<file path="src/design/sbet_pkg.sv">
package sbet_pkg;

  // Field widths of the channels
  localparam int unsigned BYTE_W   = 8;
  localparam int unsigned MODULE_W = 5;
  localparam int unsigned SENSOR_W = 5;
  localparam int unsigned SLOT_W   = 7;

  // Register reset and sensor numbering
  localparam logic [MODULE_W-1:0] MODULE_COUNT_RESET = 5'd5;
  localparam logic [MODULE_W-1:0] MODULE_FIRST       = 5'd1;
  localparam logic [SENSOR_W-1:0] SENSOR_BASE_LO     = 5'd1;
  localparam logic [SENSOR_W-1:0] SENSOR_BASE_HI     = 5'd9;

  // One byte's worth of work handed to the event emitter
  typedef struct packed {
    logic [BYTE_W-1:0]   mask;
    logic [MODULE_W-1:0] module_number;
    logic                half;
  } sbet_job_t;

endpackage

</file>
<file path="src/design/sbet_reading_store.sv">
module sbet_reading_store
  import sbet_pkg::*;
#(
  parameter int unsigned DEPTH  = 64,
  parameter int unsigned ADDR_W = 6
) (
  input  logic              clk,
  input  logic              rst_n,
  input  logic              en,
  input  logic [ADDR_W-1:0] addr,
  input  logic [BYTE_W-1:0] wdata,
  output logic [BYTE_W-1:0] rdata
);

  logic [BYTE_W-1:0] readings_mem [DEPTH];
  logic [DEPTH-1:0]  valid_r;
  logic [BYTE_W-1:0] rd_data_r;
  logic              rd_valid_r;

  // Read the old reading and write the new one in the same cycle
  always_ff @(posedge clk) begin
    if (en) begin
      rd_data_r          <= readings_mem[addr];
      readings_mem[addr] <= wdata;
    end
  end

  // Mark entries written since reset; an unmarked entry reads as zero
  always_ff @(posedge clk) begin
    if (!rst_n) begin
      valid_r    <= '0;
      rd_valid_r <= 1'b0;
    end else if (en) begin
      rd_valid_r    <= valid_r[addr];
      valid_r[addr] <= 1'b1;
    end
  end

  assign rdata = rd_valid_r ? rd_data_r : '0;

endmodule

</file>
<file path="config.mk">
export PLATFORM = sky130hd
export DESIGN_NAME = sbet_reading_store
export DESIGN_NICKNAME = d
export VERILOG_FILES = /design/src/design/sbet_pkg.sv /design/src/design/sbet_reading_store.sv
export SDC_FILE = /design/constraint.sdc
export NUM_CORES = 1
export LEC_CHECK = 0
export ABC_AREA = 1
export CORE_ASPECT_RATIO = 0.5
export CORE_MARGIN = 10
export CORE_UTILIZATION = 50
export CTS_BUF_LIST = sky130_fd_sc_hd__clkbuf_16
export CTS_CLUSTER_SIZE = 8
export DETAILED_ROUTE_END_ITERATION = 8
export DONT_BUFFER_PORTS = 1
export PLACE_DENSITY = 0.63
export SLEW_MARGIN = 20
export SYNTH_ARGS = -nofsm -noshare
export SYNTH_HDL_FRONTEND = slang
export SYNTH_SLANG_ARGS = --single-unit
</file>
<file path="constraint.sdc">
create_clock -name clk -period 3.1 [get_ports clk]
set_input_delay 0.62 -clock clk [delete_from_list [all_inputs] [get_ports clk]]
set_output_delay 0.62 -clock clk [all_outputs]
set_load 0.01 [all_outputs]
</file>
==> run_results.csv <==
group,metric,value,unit
clocking,tritoncts,"done",
synthesis,postSynthCellCount,2290,
global_routing,grt_overflow,0,
global_routing,grt_pass1_wl,99.2,mm
global_routing,grtUsageTotal,22.6,%
layout,drive_gt1_share,9.86,%
hold_path,hold_path_class,"input port to flip-flop",
flow_run,cap_violations,0,
floorplanning,core_area,47200,sq um
timing,finalHoldViolCount,0,
synthesis,synth_seq_cells,585,
power_and_ir_drop,p_leak,10.9,nW
timing,timing.final.crit_period,2.29,ns
layout,area_delta_synth_final,13.8,%
floorplanning,ios,25,
clocking,hold_buffers,0,
layout,num_antenna_cells,0,
worst_setup_path,cp_max_fo,241,
floorplanning,die_height,175,microns
worst_setup_path,r2r_setup_slack,1.30,ns
worst_setup_path,critical_path.slowest_cell,"nor2_1",
place,dp_cells,2912,
timing,setup_violations,0,
synthesis,async_reset_ff_share,0,%
layout,regArea,16900,sq um
power_and_ir_drop,p_total,0.0176,W
synthesis,ys_seq_area_share,70.2,%
synthesis,netlist-cell-type-count,31,
clocking,ctsResizeCount,0,
place,dp_hpwl,37.7,mm
power_and_ir_drop,p_comb_share,4.0,%
floorplanning,dieWidth,331,microns
clocking,cts_made_buffers,83,
worst_setup_path,cp.arrival,2.62,ns
synthesis,syn-num-nets,2307,
clocking,insertion_delay,0.60,ns
global_routing,antenna_found_initial,1,
timing,timing.final.crit_share,73.9,%
drt,avgRoutedWirePerCell,21.5,microns
synthesis,syn_avg_cell_area,10.5,sq um
timing,rsz0062_at_grt,"false",
synthesis,syn_area,24100,sq um
worst_setup_path,cp_slowest_stage_delay,0.27,ns
drt,viasPerCell,5.42,
power_and_ir_drop,netSwitchingFraction,21.7,%
timing,tightestPinTransition,0.773,ns
floorplanning,design.die.area,57900,sq um
power_and_ir_drop,switchingPower,0.00382,W
floorplanning,initial_core_util,51.1,%
power_and_ir_drop,pwr-share-seq,49.3,%
worst_setup_path,endpoint_kind,"flip-flop",
timing,maxSlewViolCount,0,
power_and_ir_drop,ir_drop,0.370,mV
synthesis,synthFlopType,"edfxtp_1",
timing,max_slew_margin,48.5,%
global_routing,first_global_vias,15847,
timing,tns,0,ns
layout,fin_nets,2376,
clocking,ctsRootBufferMaster,"clkbuf_16",
layout,fin_util,58.1,%
worst_setup_path,cp_top_family,"simple AND/OR/NAND/NOR gates",
drt,vias,16602,
layout,finalNonFillerCells,3062,
drt,drtPass1Iterations,6,
worst_setup_path,critPathLaunchType,"input port",
synthesis,synth_edf_count,520,
drt,drt-initial-drc-count,2200,
clocking,cts_setup_buffers,0,
power_and_ir_drop,internal_power,0.0138,W
global_routing,grt_max_degree,242,
worst_setup_path,path_buf_inv,2,
power_and_ir_drop,powerDensity,641,nW/um^2
drt,drc,0,
drt,ant_nets,0,
synthesis,yosys_warnings,0,
worst_setup_path,cp_common_cell,"nand2_1",
clocking,clockBufferDepth,3,
clocking,path_clk_slew,0.05,ns
run_status,status,"finished clean",
worst_setup_path,cp.required,3.43,ns
place,port_buffers,0,
floorplanning,rows,56,
place,gp_routability_congestion,0.932,
timing,finClkSkew,0.0221,ns
worst_setup_path,worstSetupPathType,"input port to flip-flop",
layout,multiInputGateArea,6290,sq um
clocking,htreeDepth,3,
drt,routed_wirelength,65.9,mm
timing,fmax,437,MHz
clocking,cts_sinks,585,
power_and_ir_drop,p_clk_share,46.7,%
worst_setup_path,crit_path_cell_trace,"inv_6, buf_12, nand2_1, a21oi_1, o21ai_0, nand2_1, nand2_1, nand2_1, nor2_1, nand2_1",
layout,fill_cells,3915,
[layer usage]
| layer | track usage (%) | share of wire (%) | vias to the layer above |
|---|---|---|---|
| met1 | 33.1 | 44 | 7897 |
| met2 | 33.2 | 43 | 838 |
| met4 | 6.59 | 2.7 | 2 |
| li1 | - | - | 7724 |
| met5 | 0 | 0.024 | - |
| met3 | 5.28 | 10 | 141 |
[cells by family (layout without fill, tap and decap cells)]
family | Yosys count | in the layout | share of synthesized area [%]
DFF | 585 | 585 | 70.2
AOI/OAI and AO/OA | 181 | 181 | 3.89
and+or+nand+nor | 1336 | 1336 | 22.2
buffers and inverters | 188 | 322 | 3.77
[final cells by class]
class	count	share of cell area, %
clock buffers	85	7.75
multi-input cells	1517	22.9
inverters	86	1.21
well taps	638	2.91
repair buffers	86	2.49
clock inverters	65	1.08
flip-flops and latches	585	61.6
[cell usage in the layout, fill, tap and decap left out]
cell / instances
inv_4: 2
buf_12: 3
inv_6: 2
nor3_4: 5
or2_0: 17
inv_16: 1
buf_4: 83
nand2_2: 4
inv_1: 126
o211ai_1: 5
nand2_1: 986
nand3b_1: 3
nor4_4: 1
clkinv_8: 2
edfxtp_1: 520
clkinv_4: 1
or2_2: 11
or2_1: 2
nor3_1: 2
nor2_1: 237
nand3_1: 39
nor2_8: 1
a21oi_1: 121
inv_2: 17
nand4_1: 4
nor3_2: 3
dfxtp_1: 65
and3_1: 3
nor2_2: 16
a22oi_1: 8
clkbuf_16: 85
nor2_4: 2
o21ai_0: 47
[worst register-to-register path, stage by stage (launching register included)]
cell and delay (ns):
edfxtp_1 0.36, nand2_1 0.07, a21oi_1 0.06, o21ai_0 0.21, nand2_1 0.15, nand2_1 0.23
nand2_1 0.08, nor2_1 0.27, nand2_1 0.10
[worst paths after layout]
kind	startpoint	to	cells after the start
setup reg to reg	readings_mem[63][3]	rd_data_r[3]	8
hold reg to reg	valid_r[63]	valid_r[63]	2
hold / removal	wdata[2]	readings_mem[14][2]	0
setup / recovery	addr[0]	rd_data_r[3]	10
[registers in the layout, summed over array words and instances, names as in the netlist]
| signal | cells |
|---|---|
| readings_mem | 512 |
| valid_r | 64 |
| rd_data_r | 8 |
| rd_valid_r | 1 |
[cells in the mapped netlist, types with 3 or more instances]
| master | instances | area [sq um] |
|---|---|---|
| or2_0 | 17 | 106 |
| buf_6 | 6 | 67.6 |
| inv_1 | 66 | 248 |
| o211ai_1 | 5 | 37.5 |
| or2_2 | 11 | 68.8 |
| nand3_1 | 39 | 195 |
| nand2_1 | 986 | 3700 |
| buf_1 | 5 | 18.8 |
| and3_1 | 3 | 18.8 |
| inv_2 | 17 | 63.8 |
| buf_2 | 51 | 255 |
| nand4_1 | 4 | 25.0 |
| nand2_2 | 4 | 25.0 |
| inv_4 | 3 | 18.8 |
| a21oi_1 | 121 | 606 |
| nand3b_1 | 3 | 22.5 |
| nor3_2 | 3 | 30.0 |
| buf_4 | 23 | 173 |
| edfxtp_1 | 520 | 15600 |
| nor2_1 | 238 | 893 |
| clkbuf_1 | 17 | 63.8 |
| nor2_2 | 15 | 93.8 |
| a22oi_1 | 8 | 60.1 |
| dfxtp_1 | 65 | 1300 |
| nor3_4 | 5 | 81.3 |
| o21ai_0 | 47 | 235 |
[per-stage QoR]
stage | worst slack, ns | hold slack (ns) | instance area (sq um)
finish | 0.810 | 0.125 | 27400
global route | 0.959 | 0.0928 | 27400
CTS | 1.07 | 0.0929 | 27400
detailed placement | 0.536 | 0.456 | 25000
global placement | 0.526 | 0.441 | 25000
floorplan | 0.764 | 0.432 | 24100
[power by group through the flow]
stage	logic [W]	registers [W]	clock network (W)
floorplan	0.000546	0.00882	0
CTS	0.000695	0.00868	0.00832
global placement	0.000687	0.00883	0
finish	0.000700	0.00868	0.00821
detailed placement	0.000690	0.00883	0
global route	0.000772	0.00867	0.00864
Note: power is estimated with default switching activity, not from simulation.
